<file path="config.mk">
export PLATFORM = sky130hd
export DESIGN_NAME = lssf_jobq
export DESIGN_NICKNAME = d
export VERILOG_FILES = /design/src/rtl/lssf_pkg.sv /design/src/rtl/lssf_jobq.sv
export SDC_FILE = /design/constraint.sdc
export NUM_CORES = 1
export LEC_CHECK = 0
export BUFFER_PORTS_ARGS = -buffer_cell sky130_fd_sc_hd__buf_2
export CORE_MARGIN = 2
export CORE_UTILIZATION = 55
export CTS_CLUSTER_DIAMETER = 80
export DETAILED_ROUTE_END_ITERATION = 6
export HOLD_SLACK_MARGIN = 0.15
export PLACE_DENSITY_LB_ADDON = 0.12
export SYNTH_ARGS = -nofsm -noshare
export SYNTH_HDL_FRONTEND = slang
export SYNTH_SLANG_ARGS = --single-unit
</file>
<file path="constraint.sdc">
create_clock -name clk_i -period 22 [get_ports clk_i]
set_input_delay 0 -clock clk_i [delete_from_list [all_inputs] [get_ports clk_i]]
set_output_delay 0 -clock clk_i [all_outputs]
set_load 0.05 [all_outputs]
</file>
<file path="src/rtl/lssf_pkg.sv">
// Shared types, widths and constants for the least-squares segment fit.
// No dependencies; every other file of the block imports this package.
`timescale 1ns / 1ps
package lssf_pkg;

  localparam int MaxPoints = 1024;
  localparam int CntW      = $clog2(MaxPoints + 1);
  localparam int CrdW      = 16;
  localparam int SxW       = CrdW + CntW;
  localparam int SxxW      = 2 * CrdW - 2 + CntW;
  localparam int SxyW      = 2 * CrdW - 1 + CntW;
  localparam int CfgW      = 17;
  localparam int SqW       = CrdW + 1;
  localparam int MagW      = 2 * CntW + 30;
  localparam int DvdW      = MagW + 16;
  localparam int BW        = 32;
  localparam int PW        = (BW + SxW > CntW + SxyW) ? BW + SxW : CntW + SxyW;
  localparam int IcW       = PW + 2;
  localparam int CtrW      = $clog2(DvdW);
  localparam int JqDepth   = 2;
  localparam int JqAw      = $clog2(JqDepth);

  typedef enum logic [1:0] {
    CfgCandleMin = 2'd0,
    CfgCandleMax = 2'd1,
    CfgFurnMin   = 2'd2,
    CfgFurnMax   = 2'd3
  } cfg_idx_e;

  typedef enum logic [3:0] {
    S_IDLE, S_NXX, S_SXX, S_NXY, S_SXY, S_DXX, S_DYY, S_SQRT,
    S_CX, S_CY, S_SLP, S_SMX, S_ICP, S_DONE
  } state_e;

  typedef struct packed {
    logic [CfgW-1:0] candle_min;
    logic [CfgW-1:0] candle_max;
    logic [CfgW-1:0] furn_min;
    logic [CfgW-1:0] furn_max;
  } cfg_t;

  typedef struct packed {
    logic [CntW-1:0]        n;
    logic signed [SxW-1:0]  sx;
    logic signed [SxW-1:0]  sy;
    logic [SxxW-1:0]        sxx;
    logic signed [SxyW-1:0] sxy;
    logic [CrdW-1:0]        dxm;
    logic [CrdW-1:0]        dym;
  } job_t;

  typedef struct packed {
    logic signed [31:0]     slope;
    logic signed [31:0]     icpt;
    logic signed [CrdW-1:0] cx;
    logic signed [CrdW-1:0] cy;
    logic [SqW-1:0]         len;
    logic                   candle;
    logic                   furn;
    logic                   vert;
    logic [CntW-1:0]        count;
  } res_t;

endpackage

</file>
<file path="src/rtl/lssf_jobq.sv">
// Short queue of fit jobs between the front end and the fit sequencer.
// Uses lssf_pkg for the job type and depth.
`timescale 1ns / 1ps
module lssf_jobq (
  input  logic           clk_i,
  input  logic           rst_ni,
  input  logic           push_i,
  input  lssf_pkg::job_t data_i,
  output logic           full_o,
  input  logic           pop_i,
  output logic           empty_o,
  output lssf_pkg::job_t data_o
);
  import lssf_pkg::*;

  job_t            mem_q [JqDepth];
  logic [JqAw-1:0] wr_q, rd_q;
  logic [JqAw:0]   cnt_q;

  assign full_o  = cnt_q == (JqAw+1)'(JqDepth);
  assign empty_o = cnt_q == '0;
  assign data_o  = mem_q[rd_q];

  always_ff @(posedge clk_i or negedge rst_ni) begin
    if (!rst_ni) begin
      wr_q  <= '0;
      rd_q  <= '0;
      cnt_q <= '0;
    end else begin
      if (push_i) wr_q <= wr_q + 1'b1;
      if (pop_i) rd_q <= rd_q + 1'b1;
      if (push_i && !pop_i) cnt_q <= cnt_q + 1'b1;
      else if (pop_i && !push_i) cnt_q <= cnt_q - 1'b1;
    end
  end

  always_ff @(posedge clk_i) begin
    if (push_i) mem_q[wr_q] <= data_i;
  end

endmodule

</file>
== After elaboration in Yosys (flattened, before gate mapping) ==
Memories as Yosys holds them, arrays and structs flattened.
Cells that the tools add are included.

* Register bits: 4
* Memory bits (writable): 360
* Bits of input ports: 184
* Output and inout port bits: 182
* Logic and storage cells: 19
* Memories: 1

* Add/subtract/negate cells: 4
* Eq/ne operators: 1
* Muxes and demuxes: 4
* Reduce and logical (&&, ||, !) cells: 6

{| class="wikitable"
|+ Memory list
! memory !! words !! width !! rd ports !! clocked after Yosys merged registers in !! write ports !! RTL line !! RTL
|-
| mem_q || 2 || 180 || 1 || 0 || 1 || lssf_jobq.sv:16 || <nowiki>job_t mem_q [JqDepth];</nowiki>
|}

{| class="wikitable"
|+ Operator list
! cell !! count
|-
| 2-bit two-way mux || 2
|-
| 1-bit adder, second input constant || 2
|-
| 2-bit by 1-bit adder with 2-bit output, second input constant || 1
|-
| 2-bit equality test, second input constant || 1
|-
| 1-bit logical AND || 2
|-
| 1-bit logical NOT || 2
|-
| 2-bit logical NOT || 1
|-
| 1-bit two-way mux || 2
|-
| 2-bit nonzero test || 1
|-
| 2-bit by 1-bit subtractor with 2-bit output, second input constant || 1
|}

== Depth between registers and ports, before layout ==
* Depth after elaboration: 4
* Mapped depth: 5
* Mapped depth without buffers: 5

== Worst setup path before layout ==
Ideal clock, no wire load.

* Kind: flip-flop to flip-flop
* Start: register wr_q
* End: memory mem_q[0][0] in the netlist's numbering (enable)
* Library setup time: 0.744 ns
* Arrival time: 8.342 ns
* Required time: 21.256 ns
* Slack: 12.913 ns
* Cell stages (with the launch flop): 2
* Path buffers: 0
* Period minus slack after synthesis: 9.087 ns
* Cells stage by stage: dfrtp_1 nor2b_1

{| class="wikitable"
|+ RTL lines
! element !! RTL line !! RTL
|-
| from (decl) || lssf_jobq.sv:17 || <nowiki>logic [JqAw-1:0] wr_q, rd_q;</nowiki>
|-
| from (signal assigned) || lssf_jobq.sv:30 || <nowiki>if (push_i) wr_q <= wr_q + 1'b1;</nowiki>
|-
| to (decl) || lssf_jobq.sv:16 ||
|}

No word-level cell before the write port.

==> results_dict.tcl <==
set metrics [dict create \
    outcome "complete, no violations" \
    slew_headroom_pct 26.1 \
    yosysWarnings 0 \
    drt_pass1_iterations 4 \
    cts_inserted_buffers 36 \
    io_buffers 365 \
    ys_top_cells_by_area "edfxtp_1 80%, mux2_4 10%, mux2_2 7.5%" \
    hold_path_class "input port to flip-flop" \
    fp-row-count 57 \
    ctsHoldBuffers 184 \
    ant_nets 0 \
    io_pins 366 \
    startpoint_type "flip-flop" \
    coreArea_mm2 0.0242 \
    min-delay-start "data_i[25]" \
    gp_congestion 0.774 \
    cts_resized 0 \
    ir_worst_vdd_mv 0.115 \
    clock_path_buffers 3 \
    ys_seq_area_share_pct 80.6 \
    avgViaCountPerCell 4.98 \
    synth_top_area_share_pct 79.9 \
    yosysTopAreaCell "edfxtp_1" \
    grt.overflow.total 0 \
    grt_pass1_vias 8102 \
    drtIter0Drc 450 \
    hold_depth 2 \
    path_class "flip-flop to output port" \
    setup_tns_ns 0 \
    whs_endpoint "mem_q[1][25]" \
    clk_latency_ns 0.50 \
    fin_ws_ns 18.82 \
    cp-end-kind "output port" \
    fin_worst_skew_ns 0.0135 \
    root_buffer "clkbuf_16" \
    postRouteWirelength_mm 28.7 \
    syn2layout_area_growth_pct 37.1 \
    yosys_register_bits 364 \
    grt_antenna_before_repair 2 \
    rr_worst_depth 3 \
    path_cells "buf_4 > mux2_2 > buf_2" \
    htreeDepth 2 \
    grt_pass1_wl_mm 43.4 \
    max_slew.worst_pin.slew_ns 1.11 \
    cts.sinks 364 \
    num_vias 7485 \
    max_freq_ghz 0.314 \
    dp_slack_ns 19.32 \
    cpMaxStageDelayCell "dfrtp_4" \
    reg2reg_slack_ns 19.76 \
    final_nets 1335 \
    r2r-end "mem_q[0][63]" \
    drive_gt1_share_pct 51.0 \
    syn-cell-area_mm2 0.0135 \
    place_hpwl_mm 16.8 \
    die_h_um 161 \
    drc_errors 0 \
    period_share_pct 14.5 \
    arrival_ns 3.18 \
    avgSynthCellArea_um2 23.5 \
    rsz0062_at_grt "false" \
    grt_max_degree 81 \
    ys_types 13 \
    critPathMaxFanout 68 \
    p_leak_nw 7.32 \
    worstPathRequired_ns 22.00 \
    rr_startpoint "wr_q" \
    p_per_area_mw_per_mm2 141 \
    post_cts_buffers 0 \
    min_period_ns 3.18 \
    setup-violations-final 0 \
    grt_use_total_pct 21.9 \
    syn_inst 576 \
    path_clk_slew_ns 0.06 \
    max-cap-violations 0 \
    die-area_mm2 0.0259 \
    start_util_pct 55.8 \
    slew_viol_final 0 \
    chipWidth_um 161 \
    post-route-util_pct 76.5 \
    syn_nets 761 \
    routedWlPerCell_um 19.1 \
    cts_tree "yes" \
    hold_viol 0 \
    cp_slowest_stage_delay_ns 1.04 \
]
per-layer routing:
layer | wire (um) | GRT usage [%]
met2 | 14900 | 38.7
met1 | 10400 | 24.5
met4 | 1170 | 9.74
met5 | 0 | 0
met3 | 2220 | 6.71
registers in the layout, indices dropped and copies added, names as in the netlist:
signal,count
mem_q,360
cnt_q,2
rd_q,1
wr_q,1
per-stage QoR:
step                      hold WS (ns)  instances  cell area (um2)  total power, W
final                            0.216       1502            18600         0.00262
after global routing             0.208       1502            18600         0.00271
after CTS                        0.188       1500            18500         0.00263
after detailed placement        -0.189       1252            15700         0.00206
after global placement          -0.187       1252            15700         0.00205
after floorplan                 -0.296        576            13500         0.00188
worst max-delay path by stage:
stage | to | depth (start not counted) | slack (ns) | startpoint
final | data_o[22] | 3 | 18.82 | rd_q
after global routing | data_o[27] | 3 | 18.64 | rd_q
after CTS | data_o[24] | 3 | 18.76 | rd_q
after detailed placement | data_o[24] | 3 | 19.32 | rd_q
after global placement | data_o[28] | 3 | 19.30 | rd_q
after floorplan | mem_q[0][0] | 1 | 12.91 | wr_q
final cells by class:
class	instances	area, um2
antenna	2	5.00
clock buffer	47	963
clock inverter	17	81.3
fill	1425	5700
inverter	1	3.75
multi-input combinational	191	2460
sequential	364	10900
tap	324	405
timing repair buffer	556	3720
cells in the final DEF, fill, tap and decap left out, types with 3 or more instances in the layout:
cell type and count:
buf_2 365, edfxtp_1 360, dlygate4sd3_1 184, mux2_2 90
mux2_4 90, clkbuf_16 37, clkbuf_1 10, clkinv_1 9
buf_4 7, clkinv_2 6, xor2_1 4, dfrtp_1 3
kinds of logic after synthesis:
| group | after synthesis | synth area share (%) |
|---|---|---|
| adders and majority gates | 1 | 0.0925 |
| and+or+nand+nor | 5 | 0.194 |
| muxes | 180 | 17.5 |
| buffers and inverters | 21 | 1.28 |
| DFF | 364 | 80.6 |
| xor gates and xnor gates | 5 | 0.324 |
Yosys cell counts:
master,n
ha_1,1
nor2b_1,2
edfxtp_1,360
and2_1,1
xor2_1,4
inv_1,1
buf_6,11
dfrtp_1,4
nor2_1,2
xnor2_1,1
mux2_4,90
buf_2,9
mux2_2,90
report_power, final:
part,total [W],internal (W),switching (W),leakage [nW]
Combinational,0.00109,0.000333,0.000762,3.38
Sequential,0.000979,0.000922,0.0000564,3.42
Clock,0.000544,0.000309,0.000235,0.514
critical path: cells and delay by family (launching register included):
family / cells / cell delay, ns
flops: 1 / 1.04
mux: 1 / 0.43
buf+inv: 2 / 1.16
No activity file was read; power rests on OpenSTA's default activity.
