==> src/rtl/lssf_pkg.sv <==
// Shared types, widths and constants for the least-squares segment fit.
// No dependencies; every other file of the block imports this package.
`timescale 1ns / 1ps
package lssf_pkg;

  localparam int MaxPoints = 1024;
  localparam int CntW      = $clog2(MaxPoints + 1);
  localparam int CrdW      = 16;
  localparam int SxW       = CrdW + CntW;
  localparam int SxxW      = 2 * CrdW - 2 + CntW;
  localparam int SxyW      = 2 * CrdW - 1 + CntW;
  localparam int CfgW      = 17;
  localparam int SqW       = CrdW + 1;
  localparam int MagW      = 2 * CntW + 30;
  localparam int DvdW      = MagW + 16;
  localparam int BW        = 32;
  localparam int PW        = (BW + SxW > CntW + SxyW) ? BW + SxW : CntW + SxyW;
  localparam int IcW       = PW + 2;
  localparam int CtrW      = $clog2(DvdW);
  localparam int JqDepth   = 2;
  localparam int JqAw      = $clog2(JqDepth);

  typedef enum logic [1:0] {
    CfgCandleMin = 2'd0,
    CfgCandleMax = 2'd1,
    CfgFurnMin   = 2'd2,
    CfgFurnMax   = 2'd3
  } cfg_idx_e;

  typedef enum logic [3:0] {
    S_IDLE, S_NXX, S_SXX, S_NXY, S_SXY, S_DXX, S_DYY, S_SQRT,
    S_CX, S_CY, S_SLP, S_SMX, S_ICP, S_DONE
  } state_e;

  typedef struct packed {
    logic [CfgW-1:0] candle_min;
    logic [CfgW-1:0] candle_max;
    logic [CfgW-1:0] furn_min;
    logic [CfgW-1:0] furn_max;
  } cfg_t;

  typedef struct packed {
    logic [CntW-1:0]        n;
    logic signed [SxW-1:0]  sx;
    logic signed [SxW-1:0]  sy;
    logic [SxxW-1:0]        sxx;
    logic signed [SxyW-1:0] sxy;
    logic [CrdW-1:0]        dxm;
    logic [CrdW-1:0]        dym;
  } job_t;

  typedef struct packed {
    logic signed [31:0]     slope;
    logic signed [31:0]     icpt;
    logic signed [CrdW-1:0] cx;
    logic signed [CrdW-1:0] cy;
    logic [SqW-1:0]         len;
    logic                   candle;
    logic                   furn;
    logic                   vert;
    logic [CntW-1:0]        count;
  } res_t;

endpackage

==> src/rtl/lssf_front.sv <==
// Front end: takes points, keeps the running sums and the first point,
// and hands a fit job to the job queue on the last point. Uses lssf_pkg.
`timescale 1ns / 1ps
module lssf_front (
  input  logic                        clk_i,
  input  logic                        rst_ni,
  input  logic                        push_i,
  input  logic signed [15:0]          x_i,
  input  logic signed [15:0]          y_i,
  input  logic                        last_i,
  input  logic                        q_full_i,
  output logic                        full_o,
  output logic                        job_push_o,
  output lssf_pkg::job_t              job_o
);
  import lssf_pkg::*;

  logic [CntW-1:0]        cnt_q, cnt_d;
  logic signed [SxW-1:0]  sx_q, sx_d, sy_q, sy_d;
  logic [SxxW-1:0]        sxx_q, sxx_d;
  logic signed [SxyW-1:0] sxy_q, sxy_d;
  logic signed [CrdW-1:0] fx_q, fy_q, fx, fy;
  logic signed [2*CrdW-1:0] xx, xy;
  logic signed [CrdW:0]   dx, dy;
  logic                   accept, room;

  assign accept     = push_i && !q_full_i;
  assign full_o     = q_full_i;
  assign job_push_o = accept && last_i;

  always_comb begin
    room  = cnt_q < CntW'(MaxPoints);
    fx    = (cnt_q == '0) ? x_i : fx_q;
    fy    = (cnt_q == '0) ? y_i : fy_q;
    xx    = x_i * x_i;
    xy    = x_i * y_i;
    cnt_d = cnt_q;
    sx_d  = sx_q;
    sy_d  = sy_q;
    sxx_d = sxx_q;
    sxy_d = sxy_q;
    if (room) begin
      cnt_d = cnt_q + 1'b1;
      sx_d  = sx_q + SxW'(x_i);
      sy_d  = sy_q + SxW'(y_i);
      sxx_d = sxx_q + SxxW'($unsigned(xx));
      sxy_d = sxy_q + SxyW'(xy);
    end
    dx = (CrdW+1)'(x_i) - (CrdW+1)'(fx);
    dy = (CrdW+1)'(y_i) - (CrdW+1)'(fy);
    job_o.n   = cnt_d;
    job_o.sx  = sx_d;
    job_o.sy  = sy_d;
    job_o.sxx = sxx_d;
    job_o.sxy = sxy_d;
    job_o.dxm = dx[CrdW] ? CrdW'(-dx) : CrdW'(dx);
    job_o.dym = dy[CrdW] ? CrdW'(-dy) : CrdW'(dy);
  end

  always_ff @(posedge clk_i or negedge rst_ni) begin
    if (!rst_ni) begin
      cnt_q <= '0;
      sx_q  <= '0;
      sy_q  <= '0;
      sxx_q <= '0;
      sxy_q <= '0;
    end else if (accept) begin
      if (last_i) begin
        cnt_q <= '0;
        sx_q  <= '0;
        sy_q  <= '0;
        sxx_q <= '0;
        sxy_q <= '0;
      end else begin
        cnt_q <= cnt_d;
        sx_q  <= sx_d;
        sy_q  <= sy_d;
        sxx_q <= sxx_d;
        sxy_q <= sxy_d;
      end
    end
  end

  always_ff @(posedge clk_i) begin
    if (accept && cnt_q == '0) begin
      fx_q <= x_i;
      fy_q <= y_i;
    end
  end

endmodule

==> config.mk <==
export PLATFORM = sky130hd
export DESIGN_NAME = lssf_front
export DESIGN_NICKNAME = d
export VERILOG_FILES = /design/src/rtl/lssf_pkg.sv /design/src/rtl/lssf_front.sv
export SDC_FILE = /design/constraint.sdc
export NUM_CORES = 2
export LEC_CHECK = 0
export BUFFER_PORTS_ARGS = -buffer_cell sky130_fd_sc_hd__buf_2
export CORE_ASPECT_RATIO = 1.25
export CORE_MARGIN = 1
export CORE_UTILIZATION = 64
export DETAILED_ROUTE_END_ITERATION = 12
export HOLD_SLACK_MARGIN = 0.1
export PLACE_DENSITY = 0.89
export SLEW_MARGIN = 20
export SYNTH_ARGS = -nofsm -noshare
export SYNTH_HDL_FRONTEND = slang
export SYNTH_SLANG_ARGS = --single-unit
export TNS_END_PERCENT = 50
==> constraint.sdc <==
create_clock -name clk_i -period 8.6 [get_ports clk_i]
set_input_delay 0 -clock clk_i [delete_from_list [all_inputs] [get_ports clk_i]]
set_output_delay 0 -clock clk_i [all_outputs]
set_load 0.05 [all_outputs]
Word level (Yosys, flattened, before mapping) --
Index checks and enable logic that the tools add are counted.
Word-level totals: bits in registers 180, output and inout port bits 182, word-level logic and storage cells 38, input port bits 37
Cells by class: multiply operators 2, muxes and demuxes 14, order comparisons 1, $add $sub $neg 9, reduce and logical (&&, ||, !) cells 5
Operators with widths (count):
- 27-bit 2-to-1 mux | 4
- 42-bit 2-to-1 mux | 2
- 41-bit 2-to-1 mux | 2
- 16-bit by 16-bit multiplier with 32-bit output | 2
- 16-bit 2-to-1 mux | 4
- 27-bit by 16-bit adder with 27-bit output | 2
- 42-bit by 32-bit adder with 42-bit output | 1
- 41-bit by 32-bit adder with 41-bit output | 1
- 16-bit by 16-bit subtractor with 17-bit output | 2
- 16-bit negator | 2
- 11-bit 2-to-1 mux | 2
- 11-bit by 1-bit adder with 11-bit output, second input constant | 1
- 11-bit zero test | 1
- 11-bit < comparator, second input constant | 1
- 1-bit logical AND | 3
- 1-bit zero test | 1

Logic depth before layout (Yosys ltp) --
depth in word-level cells 5, depth in mapped cells 36, depth with buffers taken out 35

Least setup slack after synthesis --
No wires, ideal clock.
kind input to output, start in x_i[2], end out job_o[105] (netlist bit), stages on the path 31, arrival time 8246 ps, data required time 8600 ps, slack 354 ps, cells stage by stage clkbuf_1 > clkbuf_1 > nand2_1 > fa_1 > fa_1 > fa_1 > inv_1 > fa_1 > fa_1 > inv_1 > fa_1 > inv_1 > ha_1 > a21o_1 > a21o_1 > a21o_1 > a41o_1 > a32o_1 > o21a_1 > o21ai_0 > nand2b_1 > a21oi_1 > xnor2_1 > ha_1 > a21o_1 > a211o_1 > a221oi_1 > o21ai_1 > a31oi_1 > xor2_1 > o21ai_0
RTL lines:
- from (decl) | line lssf_front.sv:8 | input logic signed [15:0] x_i,
- to (decl) | line lssf_front.sv:14 | output lssf_pkg::job_t job_o

==> metrics.log <==
INFO  metric hold_viol_final = 0
INFO  metric finalSetupTns = 0 ps
INFO  metric floorplan.initialDensity = 0.647
INFO  metric placementRows = 96
INFO  metric remaining_drc_errors = 0
INFO  metric pin_count_of_the_biggest_net_entering_global_routing = 103
INFO  metric skew = 15.7 ps
INFO  metric synth_seq_area_share = 0.132
INFO  metric routed-via-count = 29200
INFO  metric synth_ff_type = sky130_fd_sc_hd__dfrtp_1
INFO  metric required = 8600 ps
INFO  metric gp_congestion = 0.946
INFO  metric io_pins = 219
INFO  metric areaGrowthSynthToFinish = 7.60%
INFO  metric tightest_pin_transition = 1110 ps
INFO  metric post_drt_via_cell_ratio = 6.05
INFO  metric initial_antenna_violation_count = 1
INFO  metric ys_warn_count = 0
INFO  metric max-cap-violations = 0
INFO  metric critical_path_type = primary input to primary output
INFO  metric mean_routed_wirelength_per_cell = 19.5 um
INFO  metric route.antenna.remaining_nets = 0
INFO  metric tritoncts = built
INFO  metric status = finished, final reports clean
INFO  metric rr_startpoint = sxy_q[10]
INFO  metric ctsHtreeMaxLevel = 4
INFO  metric seq_area = 4670 um^2
INFO  metric timing.final.setup_violations = 0
INFO  metric preCtsSetupSlack = 396 ps
INFO  metric die_h = 265 um
INFO  metric asyncSetResetFlopFracSynth = 0.822
INFO  metric synth-edff-count = 32
INFO  metric drt-total-wl = 94.4 mm
INFO  metric syn_avg_cell_area = 9.00 um^2
INFO  metric instance_count_of_the_mapped_netlist = 3936
INFO  metric firstDrtPassIters = 8
INFO  metric synthDistinctLibCells = 83
INFO  metric worst_ep_arrival_time = 8300 ps
INFO  metric crit_path_largest_cell_delay = 540 ps
INFO  metric drt_first_iter_violations = 2647
INFO  metric die-area = 56300 um^2
INFO  metric fmaxAchievable = 121 MHz
INFO  metric layout_min_cycle_time = 8300 ps
INFO  metric die_width = 212 um
INFO  metric cts.path.max_buffers = 2
INFO  metric setup.reg_to_reg.worst_slack = 2770 ps
INFO  metric grt_pass1_vias = 31100
INFO  metric hold_path_class = primary input to flop
INFO  metric hold_end = fx_q[5]
INFO  metric crit_slowest_cell = sky130_fd_sc_hd__dlygate4sd3_1
INFO  metric io_buffers = 218
INFO  metric post-route-worst-setup-slack = 302 ps
INFO  metric clk-insertion-delay-late = 510 ps
INFO  metric fillerInstances = 3977
INFO  metric multi_input_area = 27800 um^2
INFO  metric design.core.area = 54800 um^2
INFO  metric clkSlewWorstSetupHoldPaths = 80 ps
INFO  metric postLayoutCoreUtil = 0.696
INFO  metric sort_of_element_at_the_start_of_the_critical_path = primary input
INFO  metric worstHoldPathCells = 2
INFO  metric ys_ff_latch = 180
INFO  metric clock-sinks = 180
INFO  metric timing.critical_path.from = x_i[15]
INFO  metric grt_overflow = 0
INFO  metric critical_path.endpoint_type = primary output
INFO  metric hp-start = x_i[5]
INFO  metric post_route_cells_drive_above_1_share = 0.0864
INFO  metric r2r_cells = 18
INFO  metric detailedPlacementHpwl = 72.7 mm
INFO  metric maxSlewHeadroom = 0.260
INFO  metric globalRouteTotalUtil = 0.353
INFO  metric synth_area = 35400 um^2
INFO  metric postCtsSetupRepairBufs = 0
INFO  metric first_pass_grt_wire_length = 155 mm
INFO  metric clk_root_buffer_cell = sky130_fd_sc_hd__clkbuf_16
INFO  metric cts_buffers = 17
INFO  metric syn_nets = 4881
INFO  metric timing.rr.end = sxy_q[41]
INFO  metric final_net_count = 5028
INFO  metric critical_path_peak_fanout = 7
INFO  metric final_min_period_over_clock_period = 0.965
INFO  metric slew_violations = 0
cell usage in the layout, fill, tap and decap left out, types with 80 or more instances in the layout:
cell type and instances:
sky130_fd_sc_hd__a21oi_1 147, sky130_fd_sc_hd__buf_2 208, sky130_fd_sc_hd__inv_1 662, sky130_fd_sc_hd__xnor2_1 138, sky130_fd_sc_hd__fa_1 579, sky130_fd_sc_hd__and2_1 133, sky130_fd_sc_hd__dfrtp_1 147, sky130_fd_sc_hd__nand2_1 482
sky130_fd_sc_hd__ha_1 329, sky130_fd_sc_hd__a21o_1 80, sky130_fd_sc_hd__o21ai_0 243, sky130_fd_sc_hd__nor2_1 144
worst max path at each step:
stage                  to  slack, ps
6_report       job_o[106]        300
5_1_grt        job_o[106]        -90
4_1_cts        job_o[110]        190
3_5_place_dp   job_o[110]        400
3_3_place_gp   job_o[111]        630
2_1_floorplan  job_o[105]        350
worst max-delay path: cells and delay by family:
family                   cells  cell delay, ps
adder cells (fa/ha/maj)      8            3320
AO/OA/AOI/OAI               14            2760
buffers and inverters        9            1500
XOR/XNOR                     3             480
AND/OR/NAND/NOR              3             230
cells in the mapped netlist (9+ instances only):
master                     number  area [um^2]
sky130_fd_sc_hd__nand3_1       44          220
sky130_fd_sc_hd__o31ai_1       26          195
sky130_fd_sc_hd__nand2_1      482         1810
sky130_fd_sc_hd__xor2_1        79          692
sky130_fd_sc_hd__a211oi_1      19          143
sky130_fd_sc_hd__fa_1         579        11600
sky130_fd_sc_hd__nor4_1        10         62.6
sky130_fd_sc_hd__a22o_1        74          648
sky130_fd_sc_hd__a21oi_1      147          736
sky130_fd_sc_hd__and2_1       133          832
sky130_fd_sc_hd__nor2_1       147          552
sky130_fd_sc_hd__nor3_1        23          115
sky130_fd_sc_hd__nor2b_1       29          181
sky130_fd_sc_hd__and3_1        24          150
sky130_fd_sc_hd__inv_1        663         2490
sky130_fd_sc_hd__clkinv_1       9         33.8
sky130_fd_sc_hd__or3_1         15         93.8
sky130_fd_sc_hd__o21bai_1      26          195
sky130_fd_sc_hd__xnor2_1      138         1210
sky130_fd_sc_hd__o211ai_1      12         90.1
sky130_fd_sc_hd__mux2_2        20          225
sky130_fd_sc_hd__o21ai_0      245         1230
sky130_fd_sc_hd__dfrtp_1      148         3700
sky130_fd_sc_hd__mux2i_1       31          310
sky130_fd_sc_hd__o21ai_1       19         95.1
sky130_fd_sc_hd__edfxtp_1      32          961
sky130_fd_sc_hd__nand2b_1      34          213
sky130_fd_sc_hd__a21o_1        80          601
sky130_fd_sc_hd__a31oi_1       18          113
sky130_fd_sc_hd__clkbuf_1     146          548
sky130_fd_sc_hd__o21a_1        37          278
sky130_fd_sc_hd__ha_1         329         4120
layer usage:
layer / part of all wire / vias to the layer above / wire (um) / global-route usage
met5: 0.00011 / - / 10 / 0
met1: 0.36 / 14400 / 33700 / 0.423
met2: 0.49 / 1408 / 46500 / 0.592
met4: 0.059 / 2 / 5610 / 0.191
li1: - / 13000 / - / -
met3: 0.091 / 411 / 8580 / 0.0764
state kept, by name, indices dropped and copies added, names as in the netlist:
register	cells
sxy_q	42
sxx_q	41
sx_q	27
sy_q	27
fx_q	16
fy_q	16
cnt_q	11
per-stage QoR:
| step | std cells | hold slack, ps | area, um^2 |
|---|---|---|---|
| global placement | 4777 | 143 | 37200 |
| CTS | 4831 | 108 | 38000 |
| floorplan | 3936 | -296 | 35400 |
| global route | 4831 | 120 | 38100 |
| finish | 4835 | 118 | 38100 |
| detailed placement | 4777 | 164 | 37200 |
cell families (layout without fill, tap and decap cells):
logic type,after synthesis,after routing,share of synthesized area
AND/OR/NAND/NOR,974,974,0.126
XOR/XNOR,217,217,0.0536
other,0,4,0
buffers and inverters,826,986,0.0877
AO/OA/AOI/OAI,779,779,0.142
flip-flops,180,180,0.132
adder cells (fa/ha/maj),908,908,0.443
multiplexers,52,52,0.0155
layout make-up:
type | count | area share
Multi-Input combinational cell | 2930 | 0.728
Clock inverter | 14 | 0.00407
Sequential cell | 180 | 0.122
Timing Repair Buffer | 282 | 0.0437
Clock buffer | 18 | 0.0115
Antenna cell | 4 | 0.000262
Inverter | 672 | 0.0661
Tap cell | 735 | 0.0241
what timing repair did:
item,in CTS,in global routing
endpoints found under the setup margin,0,12
hold buffers,22,0
resized for setup,0,30
endpoints found under the hold margin,112,0
Power is left out: the tool's default activity adds up to more than one toggle a clock period on the data nets, which glitch-free logic cannot reach.
