File: src/rtl/lssf_pkg.sv
// Shared types, widths and constants for the least-squares segment fit.
// No dependencies; every other file of the block imports this package.
`timescale 1ns / 1ps
package lssf_pkg;

  localparam int MaxPoints = 1024;
  localparam int CntW      = $clog2(MaxPoints + 1);
  localparam int CrdW      = 16;
  localparam int SxW       = CrdW + CntW;
  localparam int SxxW      = 2 * CrdW - 2 + CntW;
  localparam int SxyW      = 2 * CrdW - 1 + CntW;
  localparam int CfgW      = 17;
  localparam int SqW       = CrdW + 1;
  localparam int MagW      = 2 * CntW + 30;
  localparam int DvdW      = MagW + 16;
  localparam int BW        = 32;
  localparam int PW        = (BW + SxW > CntW + SxyW) ? BW + SxW : CntW + SxyW;
  localparam int IcW       = PW + 2;
  localparam int CtrW      = $clog2(DvdW);
  localparam int JqDepth   = 2;
  localparam int JqAw      = $clog2(JqDepth);

  typedef enum logic [1:0] {
    CfgCandleMin = 2'd0,
    CfgCandleMax = 2'd1,
    CfgFurnMin   = 2'd2,
    CfgFurnMax   = 2'd3
  } cfg_idx_e;

  typedef enum logic [3:0] {
    S_IDLE, S_NXX, S_SXX, S_NXY, S_SXY, S_DXX, S_DYY, S_SQRT,
    S_CX, S_CY, S_SLP, S_SMX, S_ICP, S_DONE
  } state_e;

  typedef struct packed {
    logic [CfgW-1:0] candle_min;
    logic [CfgW-1:0] candle_max;
    logic [CfgW-1:0] furn_min;
    logic [CfgW-1:0] furn_max;
  } cfg_t;

  typedef struct packed {
    logic [CntW-1:0]        n;
    logic signed [SxW-1:0]  sx;
    logic signed [SxW-1:0]  sy;
    logic [SxxW-1:0]        sxx;
    logic signed [SxyW-1:0] sxy;
    logic [CrdW-1:0]        dxm;
    logic [CrdW-1:0]        dym;
  } job_t;

  typedef struct packed {
    logic signed [31:0]     slope;
    logic signed [31:0]     icpt;
    logic signed [CrdW-1:0] cx;
    logic signed [CrdW-1:0] cy;
    logic [SqW-1:0]         len;
    logic                   candle;
    logic                   furn;
    logic                   vert;
    logic [CntW-1:0]        count;
  } res_t;

endpackage

File: src/rtl/lssf_back.sv
// Fit sequencer: shift-add multiplier, restoring divider and bit-pair root
// shared over the steps of one fit, plus the result register. Uses lssf_pkg.
`timescale 1ns / 1ps
module lssf_back (
  input  logic           clk_i,
  input  logic           rst_ni,
  input  logic           job_valid_i,
  input  lssf_pkg::job_t job_i,
  output logic           job_pop_o,
  input  lssf_pkg::cfg_t cfg_i,
  input  logic           pop_i,
  output logic           empty_o,
  output lssf_pkg::res_t res_o
);
  import lssf_pkg::*;

  function automatic logic [31:0] sat32(input logic neg, input logic [DvdW-1:0] mag);
    logic [31:0] r;
    if (!neg) r = (mag > DvdW'(32'h7fff_ffff)) ? 32'h7fff_ffff : mag[31:0];
    else r = (mag > DvdW'(32'h8000_0000)) ? 32'h8000_0000 : 32'(-mag[31:0]);
    return r;
  endfunction

  state_e state_q, state_d;
  logic [CtrW-1:0] cnt_q;
  job_t job_q;
  logic [PW-1:0] mul_a_q, mul_p_q, mul_p_nx;
  logic [BW-1:0] mul_b_q;
  logic [DvdW-1:0] dvd_q, quo_q, quo_nx;
  logic [MagW-1:0] dvs_q, rem_q, rem_nx;
  logic [MagW:0] remsh;
  logic ge;
  logic [2*SqW-1:0] sqv_q;
  logic [SqW-1:0] root_q, root_nx;
  logic [SqW+1:0] srem_q, srem_nx;
  logic [SqW+3:0] srsh, trial;
  logic sge;
  logic signed [PW:0] t1_q, sp_c, sprod;
  logic signed [MagW:0] den_q, num_q;
  logic signed [PW+1:0] dd;
  logic vert_q, icneg_q, last_step, adv, res_valid_q;
  logic [SqW-1:0] len_q;
  logic signed [CrdW-1:0] cx_q, cy_q;
  logic signed [31:0] slope_q, icpt_q, slope_c;
  logic [31:0] slope_m;
  logic [SxW-1:0] sx_m, sy_m;
  logic [SxyW-1:0] sxy_m;
  logic [MagW-1:0] num_m;
  logic signed [IcW-1:0] ic_c;
  logic [IcW-1:0] ic_m;
  logic candle, furn;
  res_t res_q;

  assign empty_o = !res_valid_q;
  assign res_o   = res_q;

  always_comb begin
    sx_m  = job_q.sx[SxW-1] ? SxW'(-job_q.sx) : SxW'(job_q.sx);
    sy_m  = job_q.sy[SxW-1] ? SxW'(-job_q.sy) : SxW'(job_q.sy);
    sxy_m = job_q.sxy[SxyW-1] ? SxyW'(-job_q.sxy) : SxyW'(job_q.sxy);
    num_m = num_q[MagW] ? MagW'(-num_q) : MagW'(num_q);
    mul_p_nx = mul_p_q + (mul_b_q[0] ? mul_a_q : '0);
    remsh  = {rem_q, dvd_q[DvdW-1]};
    ge     = remsh >= {1'b0, dvs_q};
    rem_nx = ge ? MagW'(remsh - {1'b0, dvs_q}) : MagW'(remsh);
    quo_nx = {quo_q[DvdW-2:0], ge};
    srsh    = {srem_q, sqv_q[2*SqW-1 -: 2]};
    trial   = (SqW+4)'({root_q, 2'b01});
    sge     = srsh >= trial;
    srem_nx = sge ? (SqW+2)'(srsh - trial) : (SqW+2)'(srsh);
    root_nx = {root_q[SqW-2:0], sge};
    slope_c = sat32(num_q[MagW], quo_nx);
    slope_m = slope_c[31] ? 32'(-slope_c) : slope_c;
    sprod   = $signed({1'b0, mul_p_nx});
    sp_c    = (slope_q[31] ^ job_q.sx[SxW-1]) ? -sprod : sprod;
    ic_c    = (IcW'(job_q.sy) <<< 16) - IcW'(sp_c);
    ic_m    = ic_c[IcW-1] ? IcW'(-ic_c) : IcW'(ic_c);
    dd      = (PW+2)'(t1_q) - (PW+2)'(sprod);
    candle  = len_q > cfg_i.candle_min && len_q < cfg_i.candle_max;
    furn    = !candle && len_q > cfg_i.furn_min && len_q < cfg_i.furn_max;
  end

  always_comb begin
    unique case (state_q)
      S_NXX, S_SXX, S_NXY, S_SXY, S_DXX, S_DYY, S_SMX: last_step = cnt_q == CtrW'(BW - 1);
      S_CX, S_CY, S_SLP, S_ICP: last_step = cnt_q == CtrW'(DvdW - 1);
      S_SQRT: last_step = cnt_q == CtrW'(SqW - 1);
      default: last_step = 1'b1;
    endcase
  end

  always_comb begin
    state_d   = state_q;
    job_pop_o = 1'b0;
    unique case (state_q)
      S_IDLE: begin
        if (job_valid_i) begin
          job_pop_o = 1'b1;
          state_d   = S_NXX;
        end
      end
      S_NXX:  if (last_step) state_d = S_SXX;
      S_SXX:  if (last_step) state_d = S_NXY;
      S_NXY:  if (last_step) state_d = S_SXY;
      S_SXY:  if (last_step) state_d = S_DXX;
      S_DXX:  if (last_step) state_d = S_DYY;
      S_DYY:  if (last_step) state_d = S_SQRT;
      S_SQRT: if (last_step) state_d = S_CX;
      S_CX:   if (last_step) state_d = S_CY;
      S_CY:   if (last_step) state_d = vert_q ? S_DONE : S_SLP;
      S_SLP:  if (last_step) state_d = S_SMX;
      S_SMX:  if (last_step) state_d = S_ICP;
      S_ICP:  if (last_step) state_d = S_DONE;
      S_DONE: if (!res_valid_q || pop_i) state_d = S_IDLE;
      default: state_d = S_IDLE;
    endcase
  end

  assign adv = state_d != state_q;

  always_ff @(posedge clk_i or negedge rst_ni) begin
    if (!rst_ni) begin
      state_q     <= S_IDLE;
      cnt_q       <= '0;
      res_valid_q <= 1'b0;
    end else begin
      state_q <= state_d;
      cnt_q   <= adv ? '0 : cnt_q + 1'b1;
      if (state_q == S_DONE && adv) res_valid_q <= 1'b1;
      else if (pop_i) res_valid_q <= 1'b0;
    end
  end

  // datapath: capture on the last step of a state, load on entry to the next
  always_ff @(posedge clk_i) begin
    if (job_pop_o) job_q <= job_i;
    if (last_step) begin
      unique case (state_q)
        S_NXX: t1_q <= sprod;
        S_SXX: begin
          den_q  <= dd[MagW:0];
          vert_q <= dd <= 0;
          if (dd <= 0) begin
            slope_q <= '0;
            icpt_q  <= '0;
          end
        end
        S_NXY: t1_q <= job_q.sxy[SxyW-1] ? -sprod : sprod;
        S_SXY: num_q <= (job_q.sx[SxW-1] ^ job_q.sy[SxW-1]) ?
                        MagW'(t1_q + sprod) : MagW'(dd);
        S_DXX: t1_q <= sprod;
        S_SQRT: len_q <= root_nx;
        S_CX: cx_q <= job_q.sx[SxW-1] ? CrdW'(-quo_nx[CrdW-1:0]) : quo_nx[CrdW-1:0];
        S_CY: cy_q <= job_q.sy[SxW-1] ? CrdW'(-quo_nx[CrdW-1:0]) : quo_nx[CrdW-1:0];
        S_SLP: slope_q <= slope_c;
        S_SMX: icneg_q <= ic_c[IcW-1];
        S_ICP: icpt_q <= sat32(icneg_q, quo_nx);
        default: ;
      endcase
    end
    if (adv) begin
      case (state_d)
        S_NXX: begin
          mul_a_q <= PW'(job_i.sxx);
          mul_b_q <= BW'(job_i.n);
          mul_p_q <= '0;
        end
        S_SXX, S_SXY: begin
          mul_a_q <= PW'(sx_m);
          mul_b_q <= (state_d == S_SXX) ? BW'(sx_m) : BW'(sy_m);
          mul_p_q <= '0;
        end
        S_NXY: begin
          mul_a_q <= PW'(sxy_m);
          mul_b_q <= BW'(job_q.n);
          mul_p_q <= '0;
        end
        S_DXX, S_DYY: begin
          mul_a_q <= (state_d == S_DXX) ? PW'(job_q.dxm) : PW'(job_q.dym);
          mul_b_q <= (state_d == S_DXX) ? BW'(job_q.dxm) : BW'(job_q.dym);
          mul_p_q <= '0;
        end
        S_SQRT: begin
          sqv_q  <= (2*SqW)'(PW'(t1_q) + mul_p_nx);
          root_q <= '0;
          srem_q <= '0;
        end
        S_CX, S_CY, S_SLP, S_ICP: begin
          unique case (state_d)
            S_CX:    dvd_q <= DvdW'(sx_m);
            S_CY:    dvd_q <= DvdW'(sy_m);
            S_SLP:   dvd_q <= {num_m, 16'b0};
            default: dvd_q <= DvdW'(ic_m >> 16);
          endcase
          dvs_q <= (state_d == S_SLP) ? den_q[MagW-1:0] : MagW'(job_q.n);
          rem_q <= '0;
          quo_q <= '0;
        end
        S_SMX: begin
          mul_a_q <= PW'(sx_m);
          mul_b_q <= slope_m;
          mul_p_q <= '0;
        end
        S_IDLE: begin
          res_q.slope  <= slope_q;
          res_q.icpt   <= icpt_q;
          res_q.cx     <= cx_q;
          res_q.cy     <= cy_q;
          res_q.len    <= len_q;
          res_q.candle <= candle;
          res_q.furn   <= furn;
          res_q.vert   <= vert_q;
          res_q.count  <= job_q.n;
        end
        default: ;
      endcase
    end else begin
      mul_a_q <= mul_a_q << 1;
      mul_b_q <= mul_b_q >> 1;
      mul_p_q <= mul_p_nx;
      dvd_q   <= dvd_q << 1;
      rem_q   <= rem_nx;
      quo_q   <= quo_nx;
      sqv_q   <= sqv_q << 2;
      root_q  <= root_nx;
      srem_q  <= srem_nx;
    end
  end

  a_vert_zero: assert property (@(posedge clk_i) disable iff (!rst_ni)
    res_valid_q && res_q.vert |-> res_q.slope == 0 && res_q.icpt == 0)
    else $error("vertical result with nonzero fit");
  a_flags_excl: assert property (@(posedge clk_i) disable iff (!rst_ni)
    res_valid_q |-> !(res_q.candle && res_q.furn))
    else $error("candle and furniture both set");
  a_count_nz: assert property (@(posedge clk_i) disable iff (!rst_ni)
    res_valid_q |-> res_q.count != '0)
    else $error("result with zero points");
  a_pop_idle: assert property (@(posedge clk_i) disable iff (!rst_ni)
    job_pop_o |=> state_q == S_NXX && cnt_q == '0)
    else $error("job taken without starting a fit");

endmodule

File: config.mk
export PLATFORM = sky130hd
export DESIGN_NAME = lssf_back
export DESIGN_NICKNAME = d
export VERILOG_FILES = /design/src/rtl/lssf_pkg.sv /design/src/rtl/lssf_back.sv
export SDC_FILE = /design/constraint.sdc
export NUM_CORES = 2
export LEC_CHECK = 0
export ABC_AREA = 0
export BUFFER_PORTS_ARGS = -buffer_cell sky130_fd_sc_hd__clkbuf_2
export CAP_MARGIN = 0
export CORE_UTILIZATION = 40
export DETAILED_ROUTE_END_ITERATION = 8
export PLACE_DENSITY = 0.57
export SLEW_MARGIN = 10
export SYNTH_ARGS = -nofsm -noshare
export SYNTH_HDL_FRONTEND = slang
export SYNTH_SLANG_ARGS = --single-unit
File: constraint.sdc
create_clock -name clk_i -period 11.9 [get_ports clk_i]
set_clock_uncertainty 0.15 [all_clocks]
set_input_delay 1.19 -clock clk_i [delete_from_list [all_inputs] [get_ports clk_i]]
set_output_delay 1.19 -clock clk_i [all_outputs]
set_load 0.05 [all_outputs]
# Word-level counts from Yosys, hierarchy flattened
# Cells that the tools add are included.
[word_totals]
regBits = 1017
out_inout_bits = 129
wordCells = 207
inputBits = 252
[op_classes]
n_addsub = 17
reduce_logical = 34
eq_ne = 35
n_lt_le_gt_ge = 9
n_bitwise = 2
n_mux = 67
[op_table]
columns = ["op", "count"]
rows = [
  ["two-way mux 59 bit", 4],
  ["case mux 59 bit (4 select lines)", 1],
  ["two-way mux 52 bit", 4],
  ["case mux 68 bit (3 select lines)", 1],
  ["two-way mux 32 bit", 6],
  ["case mux 32 bit (5 select lines)", 1],
  ["two-way mux 68 bit", 2],
  ["two-way mux 67 bit", 2],
  ["case mux 32 bit (2 select lines)", 2],
  ["two-way mux 60 bit", 2],
  ["case mux 60 bit (2 select lines)", 1],
  ["two-way mux 27 bit", 3],
  ["greater-than comparator 68 x 31 -> 1 bit, second input constant", 1],
  ["greater-than comparator 68 x 32 -> 1 bit, second input constant", 1],
  ["two-way mux 34 bit", 2],
  ["two-way mux 16 bit", 4],
  ["negation 32 bit", 2],
  ["less-or-equal comparator 61 x 1 -> 1 bit, second input constant", 1],
  ["two-way mux 61 bit", 1],
  ["negation 61 bit", 1],
  ["subtractor 43 x 60 -> 61 bit", 1],
  ["subtractor 60 x 60 -> 61 bit", 1],
  ["negation 59 -> 60 bit", 1],
  ["adder 59 bit", 1],
  ["50 further kinds", 118],
]

# Depth between registers and ports, before layout
[logic_depth]
depth_word = 10
ltp_mapped = 43
ltp_nobuf = 37

# Worst setup path before layout
# No wires, ideal clock.
[synth_timing]
kind = "in2out"
start = "input port job_valid_i"
end = "output port job_pop_o"
path_buffers = 0
t_required_ps = 10560
arrival_ps = 11603
path_stages = 2
setup_slack_ps = -1043
cell_sequence = "nand2_1 nor3_1"
[synth_between]
elab_chain_len = 2
[synth_lines]
columns = ["element", "line", "rtl"]
rows = [
  ["start, declared", "lssf_back.sv:7", "input logic job_valid_i,"],
  ["two-way mux 1 bit", "lssf_back.sv:97", "if (job_valid_i) begin"],
  ["two-way mux 1 bit", "lssf_back.sv:95", "unique case (state_q)"],
  ["end, declared", "lssf_back.sv:9", "output logic job_pop_o,"],
]
# Every way passes these cells.

# Final worst setup path
[layout_timing]
start = "register mul_b_q[0]"
end = "register icpt_q[24], enable pin"
[layout_between]
elab_chain_len = 6
[layout_lines]
columns = ["element", "line", "rtl"]
rows = [
  ["start, declared", "lssf_back.sv:28", "logic [BW-1:0] mul_b_q;"],
  ["start signal, assigned", "lssf_back.sv:165", "mul_b_q <= BW'(job_i.n);"],
  ["start signal, assigned", "lssf_back.sv:170", "mul_b_q <= (state_d == S_SXX) ? BW'(sx_m) : BW'(sy_m);"],
  ["start signal, assigned", "lssf_back.sv:175", "mul_b_q <= BW'(job_q.n);"],
  ["two-way mux 59 bit", "lssf_back.sv:62", "mul_p_nx = mul_p_q + (mul_b_q[0] ? mul_a_q : '0);"],
  ["adder 59 bit", "lssf_back.sv:62", ""],
  ["subtractor 60 x 60 -> 61 bit", "lssf_back.sv:78", "dd = (PW+2)'(t1_q) - (PW+2)'(sprod);"],
  ["less-or-equal comparator 61 x 1 -> 1 bit", "lssf_back.sv:143", "if (dd <= 0) begin"],
  ["!= test 2 bit (no source line)", "-", ""],
  ["AND reduction 3 bit (no source line)", "-", ""],
  ["end signal, assigned", "lssf_back.sv:157", "S_ICP: icpt_q <= sat32(icneg_q, quo_nx);"],
  ["end, declared", "lssf_back.sv:44", "logic signed [31:0] slope_q, icpt_q, slope_c;"],
]
# Every way passes these cells.
# A chain may end at the register's enable or synchronous reset.

==> results.sh <==
export IMPL_numCtsBuffers=114
export IMPL_routed_wirelength_um=228000
export IMPL_post_route_util_pct=45.3
export IMPL_status="finished, violations left"
export IMPL_hold_class="input pin to asynchronous set/reset pin"
export IMPL_crit_slowest_cell="or4_1"
export IMPL_die_w_um=410
export IMPL_grt_start_max_net_pins=172
export IMPL_cts_sinks=1016
export IMPL_grt_pass1_wl_um=337000
export IMPL_drc=64
export IMPL_muxShareOfSynthArea_pct=0.809
export IMPL_ys_async_sr_fraction_pct=1.18
export IMPL_drv_slew=0
export IMPL_ys_warn_count=0
export IMPL_synth_simple_area_share_pct=17.0
export IMPL_core_area_um2=165000
export IMPL_endpoint="icpt_q[24]$_SDFFCE_PN0P_"
export IMPL_dp_hpwl_um=177000
export IMPL_drt_initial_drc_count=5740
export IMPL_p_leak_uw=0.0292
export IMPL_synth_avg_cell_area_um2=9.61
export IMPL_clk_pin_slew_worst_paths_ps=70
export IMPL_max_freq_mhz=90.3
export IMPL_ys_ff_latch=1016
export IMPL_crit_fanout=32
export IMPL_slowest_delay_ps=590
export IMPL_total_switching_power_uw=1590
export IMPL_nets=7804
export IMPL_cp_start_kind="flip-flop"
export IMPL_vias_per_cell=5.81
export IMPL_cp_end_kind="flip-flop"
export IMPL_post_cts_buffers=0
export IMPL_clk_latency_ps=800
export IMPL_die_area_um2=168000
export IMPL_final_min_clock_period_ps=11070
export IMPL_netlist_area_um2=66600
export IMPL_gp_congestion=0.986
export IMPL_rsz0062_at_grt="false"
export IMPL_r2r_cells=37
export IMPL_slew_headroom_pct=10.9
export IMPL_violations="design-rule violations"
export IMPL_required_ps=12180
export IMPL_fin_area_um2=74900
export IMPL_synthDistinctLibCells=120
export IMPL_placementRows=149
export IMPL_antenna_found_initial=8
export IMPL_rrSetupSlack_ps=830
export IMPL_ir_drop_uv=130
export IMPL_power_density_nw_per_um2=103
export IMPL_root_buffer="clkbuf_16"
export IMPL_setup_viol=0
export IMPL_placed_cells=9263
export IMPL_drt_pass1_iter_count=8
export IMPL_crit_type="flip-flop to flip-flop"
export IMPL_finalHoldViolations=0
export IMPL_p_sw_share_pct=20.7
export IMPL_htreeDepth=3
export IMPL_grt_use_total_pct=26.4
export IMPL_nFillCells=15900
export IMPL_grt_pass1_vias=52000
export IMPL_internal_power_uw=6100
export IMPL_die_h_um=410
export IMPL_routedWlPerCell_um=24.1
export IMPL_io_pins=381
export IMPL_cts_tree="done"
export IMPL_clk_path_buf_depth=3
export IMPL_final_common_cell="edfxtp_1"
export IMPL_whs_ps=144
export IMPL_synth_ff_type="edfxtp_1"
export IMPL_start_util_pct=40.3
export IMPL_port_buffer_count=380
export IMPL_synthXorXnorAreaFrac_pct=7.56
export IMPL_arrival_ps=11360
export IMPL_grt_ovfl_total=0
export IMPL_synthAdderAreaFrac_pct=6.84
export IMPL_ant_nets=0
export IMPL_synth_edf_count=999
export IMPL_vias=55000
export IMPL_syn_inst=6930
export IMPL_mostFrequentLayoutCells="999 x edfxtp_1, 683 x nor2_1, 618 x nand2_1"
export IMPL_dpl_cell_area_um2=70900
export IMPL_r2r_end="icpt_q[24]$_SDFFCE_PN0P_"
export IMPL_critPathLaunch="mul_b_q[0]$_DFFE_PP_"
export IMPL_clkPwrFrac_pct=48.5
export IMPL_tightest_slew_ps=1320
export IMPL_post_route_period_util_pct=93.0
export IMPL_stdcell_count=9480
export IMPL_drv_cap=0
export IMPL_r2r_start="mul_b_q[0]$_DFFE_PP_"
export IMPL_synth_top_family_by_area="compound AO/OA/AOI/OAI gates"
export IMPL_synth_compound_area_share_pct=18.0
export IMPL_syn_num_nets=7544
export IMPL_pwr_share_seq_pct=50.4
export IMPL_syn_to_final_growth_pct=12.4
export IMPL_drive_above_1_share_pct=11.1
export IMPL_power_frac_comb_pct=1.1
export IMPL_ys_seq_area_share_pct=45.6
export IMPL_setup_tns_ps=0
-- stage by stage --
stage	worst slack, ps	power, µW
global placement	46.3	4040
global route	139	7900
detailed placement	704	4040
CTS	634	7780
finish	827	7690
floorplan	1870	3980
-- sequential cells by signal, indices dropped and copies added, names as in the netlist, 7 cells and up --
signal	count
rem_q	52
len_q	17
mul_p_q	59
t1_q	60
num_q	52
res_o	127
root_q	17
sqv_q	34
den_q	52
slope_q	32
cnt_q	7
cx_q	16
icpt_q	32
mul_a_q	59
job_q	139
quo_q	67
dvd_q	68
srem_q	19
cy_q	16
mul_b_q	32
dvs_q	52
-- cells in the mapped netlist (all sizes together) (78+ instances only) --
cell | instances | area share (%)
edfxtp | 999 | 45
nor2 | 693 | 3.9
nand2 | 622 | 3.5
a21oi | 532 | 4.0
o21ai | 467 | 3.5
xnor2 | 404 | 5.4
inv | 362 | 2.0
ha | 358 | 6.7
clkbuf | 298 | 1.7
and2 | 173 | 1.6
nor3 | 172 | 1.3
xor2 | 166 | 2.2
a21o | 138 | 1.6
nand3 | 110 | 0.83
and3 | 91 | 0.86
nand4 | 83 | 0.78
a211oi | 78 | 0.91
-- cell families after synthesis --
| logic type | count (synthesis) |
|---|---|
| fa+ha+maj | 362 |
| flops | 1016 |
| buf+inv | 712 |
| simple gates | 2351 |
| compound gates | 1867 |
| mux | 52 |
| xor+xnor | 570 |
-- what timing repair did --
item                                   CTS  global route
gates resized for setup                  0             2
setup endpoints to repair                0            32
hold buffers                             0             0
endpoints found under the hold margin    0             0
-- routing by layer --
metal	vias up	part of all wire, %	track usage (%)
met4	2	3.6	8.90
met2	2055	45	41.3
li1	25900	-	-
met5	-	0.0074	0
met1	26800	45	37.5
met3	297	6.7	3.70
-- critical path, delay by kind of cell, from the launching register on --
family	cells	cell delay, ps
buf+inv	3	760
fa+ha+maj	3	1060
xor+xnor	1	340
compound gates	18	4400
flops	1	550
simple gates	12	3380
-- worst min path at each step --
stage | from | endpoint
after CTS | rst_ni | cnt_q[2]$_DFF_PN0_
after global routing | rst_ni | cnt_q[2]$_DFF_PN0_
after global placement | cy_q[14]$_DFFE_PP_ | res_o[45]$_DFFE_PP_
after detailed placement | cx_q[0]$_DFFE_PP_ | res_o[47]$_DFFE_PP_
after floorplan | slope_q[5]$_SDFFCE_PN0P_ | res_o[100]$_DFFE_PP_
final | rst_ni | cnt_q[2]$_DFF_PN0_
-- power groups by stage --
stage / clock network [µW] / logic (µW) / registers, µW
6_report: 3730 / 87.2 / 3880
5_1_grt: 3930 / 96.8 / 3870
4_1_cts: 3820 / 88.7 / 3880
3_5_place_dp: 0 / 87.9 / 3950
3_3_place_gp: 0 / 86.0 / 3950
2_1_floorplan: 0 / 28.5 / 3950
-- cell type report --
cell class	instances	area, µm²	area share [%]
Clock inverter	79	1020	1.37
Inverter	367	1380	1.84
Sequential cell	1016	30400	40.6
Multi-Input combinational cell	5202	33700	45.0
Timing Repair Buffer	489	2730	3.65
Clock buffer	133	2920	3.90
Antenna cell	5	12.5	0.0167
Tap cell	2189	2740	3.66
Power figures use the tool's default switching activity.
